**src/sv/lcgx_pkg.sv**
```systemverilog
// Shared constants, types and helper functions of the LCG key XOR stream cipher.
package lcgx_pkg;

  localparam int KEY_LENGTH = 32;
  localparam int POS_W      = (KEY_LENGTH > 1) ? $clog2(KEY_LENGTH) : 1;

  localparam logic [31:0] LCG_MUL = 32'd214013;
  localparam logic [31:0] LCG_ADD = 32'd2531011;

  localparam logic [6:0] CHARSET_SIZE = 7'd61;
  localparam logic [5:0] UPPER_BASE   = 6'd26;
  localparam logic [5:0] DIGIT_BASE   = 6'd52;
  localparam logic [6:0] CHAR_LOWER_A = 7'h61;
  localparam logic [6:0] CHAR_UPPER_A = 7'h41;
  localparam logic [6:0] CHAR_ONE     = 7'h31;

  // Control from the top level to the key generator for one request.
  typedef struct packed {
    logic restart;  // first byte of a message: start from the seed
    logic advance;  // a fresh key character is consumed this cycle
  } gen_ctrl_t;

  // One step of the linear congruential generator, modulo 2^32.
  function automatic logic [31:0] lcg_step(input logic [31:0] x);
    lcg_step = x * LCG_MUL + LCG_ADD;
  endfunction

  // Remainder of a 15-bit value by 61, using 64 = 3 (mod 61) to fold
  // the high bits down, then one final correction.
  function automatic logic [5:0] mod61(input logic [14:0] x);
    logic [10:0] s1;
    logic [7:0]  s2;
    logic [6:0]  s3;
    s1 = 11'(x[14:6]) * 11'd3 + 11'(x[5:0]);
    s2 = 8'(s1[10:6]) * 8'd3 + 8'(s1[5:0]);
    s3 = 7'(s2[7:6]) * 7'd3 + 7'(s2[5:0]);
    if (s3 >= CHARSET_SIZE) begin
      s3 = s3 - CHARSET_SIZE;
    end
    mod61 = s3[5:0];
  endfunction

  // Alphanumeric table: lower case, upper case, then the digits 1 to 9.
  function automatic logic [6:0] charset_char(input logic [5:0] idx);
    if (idx < UPPER_BASE) begin
      charset_char = CHAR_LOWER_A + 7'(idx);
    end else if (idx < DIGIT_BASE) begin
      charset_char = CHAR_UPPER_A + 7'(idx - UPPER_BASE);
    end else begin
      charset_char = CHAR_ONE + 7'(idx - DIGIT_BASE);
    end
  endfunction

endpackage

```
**src/sv/lcgx_key_cell.sv**
```systemverilog
// One cell of the key ring: a key character register fed by its neighbour.
module lcgx_key_cell (
  input  logic       clk,
  input  logic       shift,
  input  logic [6:0] din,
  output logic [6:0] dout
);

  always_ff @(posedge clk) begin
    if (shift) begin
      dout <= din;
    end
  end

endmodule

```
**src/sv/lcgx_keygen.sv**
```systemverilog
// Key character generator: advanced LCG state and the character it selects.
module lcgx_keygen (
  input  logic               clk,
  input  logic               rst,
  input  logic               cfg_wen,
  input  logic [31:0]        cfg_wdata,
  input  lcgx_pkg::gen_ctrl_t ctrl,
  output logic [6:0]         key_char
);
  import lcgx_pkg::*;

  // Both registers hold a state that has already been stepped once, so the
  // character of the current request needs no multiply in its path.
  logic [31:0] seed_adv;
  logic [31:0] state;
  logic [31:0] cur;

  assign cur      = ctrl.restart ? seed_adv : state;
  assign key_char = charset_char(mod61(cur[30:16]));

  always_ff @(posedge clk) begin
    if (rst) begin
      seed_adv <= lcg_step(32'd0);
    end else if (cfg_wen) begin
      seed_adv <= lcg_step(cfg_wdata);
    end
  end

  always_ff @(posedge clk) begin
    if (ctrl.advance) begin
      state <= lcg_step(cur);
    end
  end

endmodule

```
**src/sv/lcg_key_xor_stream_cipher_core.sv**
```systemverilog
// Top level of the LCG key XOR stream cipher: control, key ring and output buffer.
//
// Each byte of the stream is XORed with one character of a 32-character key.
// The key is built from the seed register by the generator
// state = state*214013 + 2531011, taking ((state>>16)&0x7fff) mod 61 as an
// index into the table a-z, A-Z, 1-9. During the first 32 bytes of a message
// each byte steps the generator and its character is shifted into a ring of
// key cells; after that the ring simply rotates, one cell per byte, and the
// character at its head is reused. A request with tlast set ends the message,
// and the next request starts again from the seed. The seed may be written
// at any time the block is idle and takes effect at the next message start.
// The block takes one request per clock cycle while its output buffer has a
// free entry: each result is registered into the two-entry output buffer when
// its request is accepted, and the buffer lets requests keep flowing while a
// result waits to be taken. The rate is set by the generator loop, one constant
// multiply and add per cycle; the mod 61 and table lookup act on the registered,
// already stepped state. There is no start-up pass after reset.
module lcg_key_xor_stream_cipher_core (
  input  logic        clk,
  input  logic        rst,
  // Configuration: seed register.
  input  logic        cfg_wen,
  input  logic [31:0] cfg_wdata,
  // Slave side.
  input  logic        s_tvalid,
  output logic        s_tready,
  input  logic [7:0]  s_tdata,   // [7:0] data_byte
  input  logic        s_tlast,
  // Master side.
  output logic        m_tvalid,
  input  logic        m_tready,
  output logic [7:0]  m_tdata,   // [7:0] out_byte
  output logic        m_tlast
);
  import lcgx_pkg::*;

  // Message and key position control.
  logic             message_start;
  logic [POS_W-1:0] pos;
  logic             complete;
  logic [POS_W-1:0] pos_eff;
  logic             complete_eff;
  logic             wrap;
  logic             generate_char;
  logic             s_acc;
  logic             m_acc;

  gen_ctrl_t  gen_ctrl;
  logic [6:0] new_char;
  logic [6:0] kc;

  // Key ring: cell 0 is the head, the current character re-enters at the tail.
  logic [6:0] ring [KEY_LENGTH];

  // Output buffer of two entries.
  logic [7:0] buf_data [2];
  logic       buf_last [2];
  logic       wr_ptr;
  logic       rd_ptr;
  logic [1:0] count;

  assign s_acc = s_tvalid && s_tready;
  assign m_acc = m_tvalid && m_tready;

  // At a message start the position and completion state begin afresh.
  assign pos_eff       = message_start ? '0 : pos;
  assign complete_eff  = message_start ? 1'b0 : complete;
  assign wrap          = (pos_eff == POS_W'(KEY_LENGTH - 1));
  assign generate_char = !complete_eff;

  assign gen_ctrl.restart = message_start;
  assign gen_ctrl.advance = s_acc && generate_char;

  lcgx_keygen u_keygen (
    .clk       (clk),
    .rst       (rst),
    .cfg_wen   (cfg_wen),
    .cfg_wdata (cfg_wdata),
    .ctrl      (gen_ctrl),
    .key_char  (new_char)
  );

  assign kc = generate_char ? new_char : ring[0];

  // Every accepted request shifts the ring by one cell, so after a full key
  // the head again holds the character of key position zero.
  for (genvar i = 0; i < KEY_LENGTH; i++) begin : g_ring
    if (i == KEY_LENGTH - 1) begin : g_tail
      lcgx_key_cell u_cell (
        .clk   (clk),
        .shift (s_acc),
        .din   (kc),
        .dout  (ring[i])
      );
    end else begin : g_body
      lcgx_key_cell u_cell (
        .clk   (clk),
        .shift (s_acc),
        .din   (ring[i+1]),
        .dout  (ring[i])
      );
    end
  end

  always_ff @(posedge clk) begin
    if (rst) begin
      message_start <= 1'b1;
      pos           <= '0;
      complete      <= 1'b0;
    end else if (s_acc) begin
      message_start <= s_tlast;
      pos           <= wrap ? '0 : pos_eff + POS_W'(1);
      complete      <= complete_eff || wrap;
    end
  end

  // The slave side stays open while the buffer has a free entry, whatever
  // the master side does in the same cycle.
  assign s_tready = (count != 2'd2);
  assign m_tvalid = (count != 2'd0);
  assign m_tdata  = buf_data[rd_ptr];
  assign m_tlast  = buf_last[rd_ptr];

  always_ff @(posedge clk) begin
    if (s_acc) begin
      buf_data[wr_ptr] <= s_tdata ^ {1'b0, kc};
      buf_last[wr_ptr] <= s_tlast;
    end
  end

  always_ff @(posedge clk) begin
    if (rst) begin
      wr_ptr <= 1'b0;
      rd_ptr <= 1'b0;
      count  <= 2'd0;
    end else begin
      if (s_acc) begin
        wr_ptr <= !wr_ptr;
      end
      if (m_acc) begin
        rd_ptr <= !rd_ptr;
      end
      if (s_acc && !m_acc) begin
        count <= count + 2'd1;
      end else if (m_acc && !s_acc) begin
        count <= count - 2'd1;
      end
    end
  end

endmodule

```
**config.mk**
```make
export PLATFORM = sky130hd
export DESIGN_NAME = lcg_key_xor_stream_cipher_core
export DESIGN_NICKNAME = d
export VERILOG_FILES = /design/src/sv/lcgx_pkg.sv /design/src/sv/lcgx_key_cell.sv /design/src/sv/lcgx_keygen.sv /design/src/sv/lcg_key_xor_stream_cipher_core.sv
export SDC_FILE = /design/constraint.sdc
export NUM_CORES = 1
export LEC_CHECK = 0
export CAP_MARGIN = 20
export CORE_MARGIN = 2
export CORE_UTILIZATION = 30
export DETAILED_ROUTE_END_ITERATION = 10
export DONT_BUFFER_PORTS = 1
export PLACE_DENSITY = 0.48
export SYNTH_ARGS = -nofsm -noshare
export SYNTH_HDL_FRONTEND = slang
export SYNTH_SLANG_ARGS = --single-unit
```
**constraint.sdc**
```tcl
create_clock -name clk -period 15.5 [get_ports clk]
set_clock_uncertainty 0.2 [all_clocks]
set_input_delay 1.55 -clock clk [delete_from_list [all_inputs] [get_ports clk]]
set_output_delay 1.55 -clock clk [all_outputs]
set_load 0.005 [all_outputs]
```
==> flow_summary.toml, run 1 <==
[routing]
wire_per_inst_um = 16.6
drtPass1Iterations = 7
num_vias = 15479
ant_nets = 0
route.detailed.drc = 0
drtIter0Drc = 775
routed_via_density = 4.46
wirelength_um = 57600

[sta]
final.period_utilization_pct = 66.1
fmaxAchievable_mhz = 97.6
setup-tns-final_ns = 0
slew_viol_final = 0
slew-limit-headroom_pct = 32.0
tightest_slew_ns = 1.02
finalCriticalPeriod_ns = 10.24
hold_violations = 0
setup-violations-final = 0
rsz0062_at_grt = "false"

[placement]
gp_congestion = 0.861
hpwl_um = 46600
port_buffers = 0

[die]
initial_core_util_pct = 30.1
io_pins = 57
rows = 110
die-area_um2 = 92400
die_x_um = 304
dieHeight_um = 304
core-area_um2 = 89600

[setup_path]
worstPathRequired_ns = 15.57
crit_fanout = 41
crit_arrival_ns = 10.31
critPathSlowestCell = "fa_1"
cp-end-kind = "flop"
critPathKind = "flop to flop"
start_kind = "flop"
cp_slowest_stage_delay_ns = 1.03
crit_buf_inv = 3
path_delay_family = "adder cells"

[cts]
cts_buffers = 37
root_buffer = "clkbuf_16"
cts_setup_buffers = 0
clk_latency_ns = 0.54
cts_resized = 0
clk_pin_slew_worst_paths_ns = 0.06
cts_tree = "yes"
h-tree-depth = 2
holdBufCountCts = 0
clk_path_buf_depth = 3
numClockSinks = 316

[logic_synthesis]
synth_largest_area_cell = "edfxtp_1"
ys_seq_area_share_pct = 33.6
yosysUniqueCellTypes = 80
synth.avg_cell_area_um2 = 12.0
syn_nets = 2957
yosysWarnings = 0
synth_seq_cells = 316
async_reset_ff_share_pct = 0
synth.area.top_cells = "edfxtp_1 (30%), fa_1 (28%), ha_1 (13%)"
synth_top_area_share_pct = 30.4
synth_area_um2 = 27000
synth-edff-count = 273
ys.flop_type = "edfxtp_1"
synth_cells = 2249

[cells_and_area]
register_area_um2 = 9060
fillers = 8934
area_growth_pct = 9.66
diodes = 0
multiInputGateArea_um2 = 15700
nets = 2975
final_layout_size_suffix_gt1_share_pct = 4.18

[worst_hold_path]
hold_class = "flop to flop"

[global_route]
grt_pass1_vias = 16813
grt_max_degree = 148
grt_overflow = 0
track_usage_pct = 12.8
antenna_found_initial = 0
grt_pass1_wl_um = 94000

[job]
cap_violations = 0

[outcome]
outcome = "complete, no violations"
[worst paths after layout]
path / from / endpoint / slack (ns) / cells after the start
setup / recovery: message_start / buf_data[1][2] / 5.26 / 34
hold / removal: g_ring[9].g_body.u_cell.dout[6] / g_ring[8].g_body.u_cell.dout[6] / 0.18 / 0
setup reg to reg: message_start / buf_data[1][2] / 5.26 / 34
hold reg to reg: g_ring[9].g_body.u_cell.dout[6] / g_ring[8].g_body.u_cell.dout[6] / 0.18 / 0
[area by class of cell]
type                            instances  area share (%)
Clock buffer                           49            3.39
Clock inverter                         17           0.554
Timing Repair Buffer                    5           0.194
Tap cell                             1176            4.97
Sequential cell                       316            30.6
Multi-Input combinational cell       1337            53.0
Inverter                              570            7.25
[state kept, by name, summed over array words and instances (netlist names), named ones only]
name,flops
u_keygen.seed_adv,31
g_ring.g_tail.u_cell.dout,7
buf_data,16
message_start,1
count,2
wr_ptr,1
pos,5
rd_ptr,1
complete,1
buf_last,2
u_keygen.state,31
g_ring.g_body.u_cell.dout,217
[per-layer routing]
| metal | track usage, % | share of wire (%) | up-vias |
|---|---|---|---|
| li1 | - | - | 7329 |
| met1 | 18.5 | 50 | 7884 |
| met2 | 21.0 | 46 | 218 |
| met3 | 1.46 | 2.7 | 48 |
| met4 | 2.24 | 1.3 | 0 |
| met5 | 0 | 0 | - |
[through the flow]
stage | setup slack, ns | std cells | cell area (um2) | hold slack, ns | utilization, %
2_1_floorplan | 5.90 | 2249 | 27000 | 0.200 | -
5_1_grt | 4.39 | 3470 | 29600 | 0.187 | 33.0
3_3_place_gp | 5.37 | 3403 | 28400 | 0.203 | 31.7
3_5_place_dp | 5.27 | 3403 | 28400 | 0.205 | 31.7
4_1_cts | 5.21 | 3469 | 29600 | 0.175 | 33.0
6_report | 5.26 | 3470 | 29600 | 0.184 | 33.0
[kinds of logic after synthesis]
kind of cell	share of synthesized area (%)
flip-flops	33.6
AO/OA/AOI/OAI	6.31
AND/OR/NAND/NOR	4.46
XOR/XNOR	4.23
adder cells (fa/ha/maj)	41.1
multiplexers	1.99
buffers and inverters	8.29
[cells in the mapped netlist, drive strengths merged, types with 17 or more instances]
library cell  number
mux2              22
dfxtp             43
mux2i             29
nand3             17
nand2             69
a21o              20
xnor2             80
nor2              71
a21oi             66
inv              568
clkbuf            22
fa               376
ha               286
nor3              22
o21ai             53
edfxtp           273
xor2              43
[cell usage in the layout (no fill, tap or decap), types with 7 or more instances in the layout]
cell type | synthesis | layout
clkbuf_1 | 22 | 10
xnor2_1 | 80 | 80
nor2b_1 | 13 | 13
clkbuf_16 | 0 | 38
nor3_1 | 22 | 22
mux2_2 | 22 | 22
a31oi_1 | 11 | 11
o21a_1 | 10 | 10
nor2_1 | 71 | 70
a21o_1 | 20 | 20
xor2_1 | 42 | 42
nand2b_1 | 12 | 12
and3_1 | 7 | 7
nand3_1 | 17 | 17
a211oi_1 | 11 | 11
a21oi_1 | 65 | 65
mux2i_1 | 29 | 29
fa_1 | 376 | 376
edfxtp_1 | 273 | 273
clkinv_1 | 2 | 8
o21bai_1 | 14 | 14
ha_1 | 286 | 286
inv_1 | 567 | 567
dfxtp_1 | 43 | 42
o21ai_0 | 46 | 46
nand2_1 | 69 | 69
[worst reg2reg max path: cells and delay by family, from the launching register on]
family	cells	cell delay, ns
buffers and inverters	3	0.76
AO/OA/AOI/OAI	11	2.30
multiplexers	2	0.67
flip-flops	1	0.31
XOR/XNOR	4	0.86
AND/OR/NAND/NOR	6	1.38
adder cells (fa/ha/maj)	8	3.49
Power of run 1 is left out: the tool's default activity adds up to more than one toggle a clock period on the data nets, which glitch-free logic cannot reach.
==> run 2, diff against run 1 <==
--- a/config.mk
+++ b/config.mk
@@ -10,7 +10,7 @@
 export CORE_UTILIZATION = 30
 export DETAILED_ROUTE_END_ITERATION = 10
 export DONT_BUFFER_PORTS = 1
-export PLACE_DENSITY = 0.48
+export PLACE_DENSITY = 0.49
 export SYNTH_ARGS = -nofsm -noshare
 export SYNTH_HDL_FRONTEND = slang
 export SYNTH_SLANG_ARGS = --single-unit
==> constraint.sdc (replaced) <==
create_clock -name clk -period 9.1 [get_ports clk]
set_clock_uncertainty 0.2 [all_clocks]
set_input_delay 0.91 -clock clk [delete_from_list [all_inputs] [get_ports clk]]
set_output_delay 0.91 -clock clk [all_outputs]
set_load 0.005 [all_outputs]
==> run 2 against run 1 <==
Routed wire length increased by 0.73%. Utilization up 0.42 points. Count of clock-buffer cells in the layout down 4. Register-to-register slack got worse by 4.7 ns. Hold slack gained 0.017 ns. Critical endpoint is now buf_data[1][1]. Largest cell class unchanged.
==> flow_summary.toml, run 2 (synthesis gave the netlist of run 1 again) <==
[setup_path]
critPathSlowestCell = "fa_1"
r2r_start = "message_start"
cp_slowest_stage_delay_ns = 0.49
worstPathRequired_ns = 9.18
crit_fanout = 8
critPathKind = "flop to flop"
reg2reg_to = "buf_data[1][1]"
r2r_cells = 35
crit_arrival_ns = 8.64
endpoint = "buf_data[1][1]"
reg2reg_setup_slack_ns = 0.53
startpoint = "message_start"
start_kind = "flop"
cp-end-kind = "flop"

[sta]
tightest_slew_ns = 0.844
hold_violations = 0
slew_viol_final = 0
fmaxAchievable_mhz = 117
setup-tns-final_ns = 0
rsz0062_at_grt = "false"
setup-violations-final = 0
slew-limit-headroom_pct = 42.1
finalCriticalPeriod_ns = 8.57
final.period_utilization_pct = 94.1

[global_route]
grt_pass1_wl_um = 95900
grt_pass1_vias = 17416
grt_overflow = 0
grt_max_degree = 107
track_usage_pct = 13.0
antenna_found_initial = 0

[cells_and_area]
final_layout_size_suffix_gt1_share_pct = 6.68
diodes = 0
fillers = 8783
largest_register = "g_ring.g_body.u_cell.dout"
nets = 3006
layout_commonest_cell = "inv_1"
layout_common_cells = "inv_1 (566), fa_1 (375), ha_1 (283)"
top_regs = "g_ring.g_body.u_cell.dout x217, u_keygen.seed_adv x31, u_keygen.state x31"
final_cell_count_no_fill = 3497
largest_reg_flops = 217
area_growth_pct = 11.1

[cts]
clk_latency_ns = 0.54
cts_buffers = 37
holdBufCountCts = 0
clk_path_buf_depth = 3
root_buffer = "clkbuf_16"
numClockSinks = 316
clk_pin_slew_worst_paths_ns = 0.06
cts_tree = "yes"
h-tree-depth = 2

[routing]
route.detailed.drc = 0
drtPass1Iterations = 5
wirelength_met1_um = 27800
ant_nets = 0
wirelength_um = 58100
met2WireLength_um = 27100
routed_via_density = 4.47
num_vias = 15623
wl_met3_um = 1850
wire_per_inst_um = 16.6
drtIter0Drc = 1094
top_layer_used = "met4"

[die]
dieHeight_um = 304
rows = 110
io_pins = 57
initial_core_util_pct = 30.1
core-area_um2 = 89600
die-area_um2 = 92400
die_x_um = 304

[placement]
hpwl_um = 47000
gp_congestion = 0.849
port_buffers = 0
place_inst = 3427

[worst_hold_path]
hold_class = "flop to flop"

[outcome]
outcome = "complete, no violations"

[job]
cap_violations = 0
-- run 2: cell types whose count changed in the layout (fill, tap and decap cells not counted), moves of 3 or more --
| cell | before | now |
|---|---|---|
| ha_1 | 286 | 283 |
| xnor2_2 | 0 | 5 |
| a21oi_1 | 65 | 61 |
| ha_4 | 0 | 3 |
| a21oi_2 | 0 | 4 |
| buf_4 | 4 | 33 |
| xnor2_1 | 80 | 75 |
-- run 2: final cells by class --
cell class	count	area, um2	share of cell area (%)
Clock inverter	17	190	0.635
Tap cell	1176	1470	4.91
Multi-Input combinational cell	1337	15900	52.9
Clock buffer	45	956	3.19
Timing Repair Buffer	36	278	0.927
Inverter	570	2150	7.16
Sequential cell	316	9060	30.2
-- run 2: per-stage QoR --
stage                     hold WS, ns  area (um2)  util [%]  worst slack, ns
after floorplan                 0.200       27000         -           0.0303
after global placement          0.202       28600      31.9            0.289
after detailed placement        0.205       28600      31.9            0.169
after CTS                       0.202       29700      33.2            0.133
after global routing            0.209       30000      33.5           0.0135
final                           0.201       30000      33.5            0.534
-- run 2: worst max-delay path: cells and delay by family (launching register included) --
kind / cells / cell delay, ns
flops: 1 / 0.39
xor+xnor: 5 / 0.90
simple gates: 6 / 1.24
mux: 2 / 0.59
buf+inv: 3 / 0.40
fa+ha+maj: 8 / 2.74
compound gates: 11 / 1.83
-- run 2: timing repair --
action / CTS / global route
buffers inserted: 0 / 7
endpoints found under the setup margin: 0 / 18
gates resized for setup: 0 / 35
-- run 2: worst min-delay path by stage --
stage	depth (start not counted)	startpoint	endpoint
after floorplan	0	g_ring[1].g_body.u_cell.dout[0]	g_ring[0].g_body.u_cell.dout[0]
after global placement	0	g_ring[17].g_body.u_cell.dout[6]	g_ring[16].g_body.u_cell.dout[6]
after detailed placement	0	g_ring[15].g_body.u_cell.dout[5]	g_ring[14].g_body.u_cell.dout[5]
after CTS	0	g_ring[10].g_body.u_cell.dout[6]	g_ring[9].g_body.u_cell.dout[6]
after global routing	1	rst	flop
final	0	g_ring[10].g_body.u_cell.dout[6]	g_ring[9].g_body.u_cell.dout[6]
-- run 2: routing by layer --
layer | vias up | global-route usage (%)
met2 | 222 | 21.2
met4 | 0 | 3.12
met3 | 73 | 1.80
met5 | - | 0
li1 | 7388 | -
met1 | 7940 | 18.3
Power of run 2 is left out for the same reason.
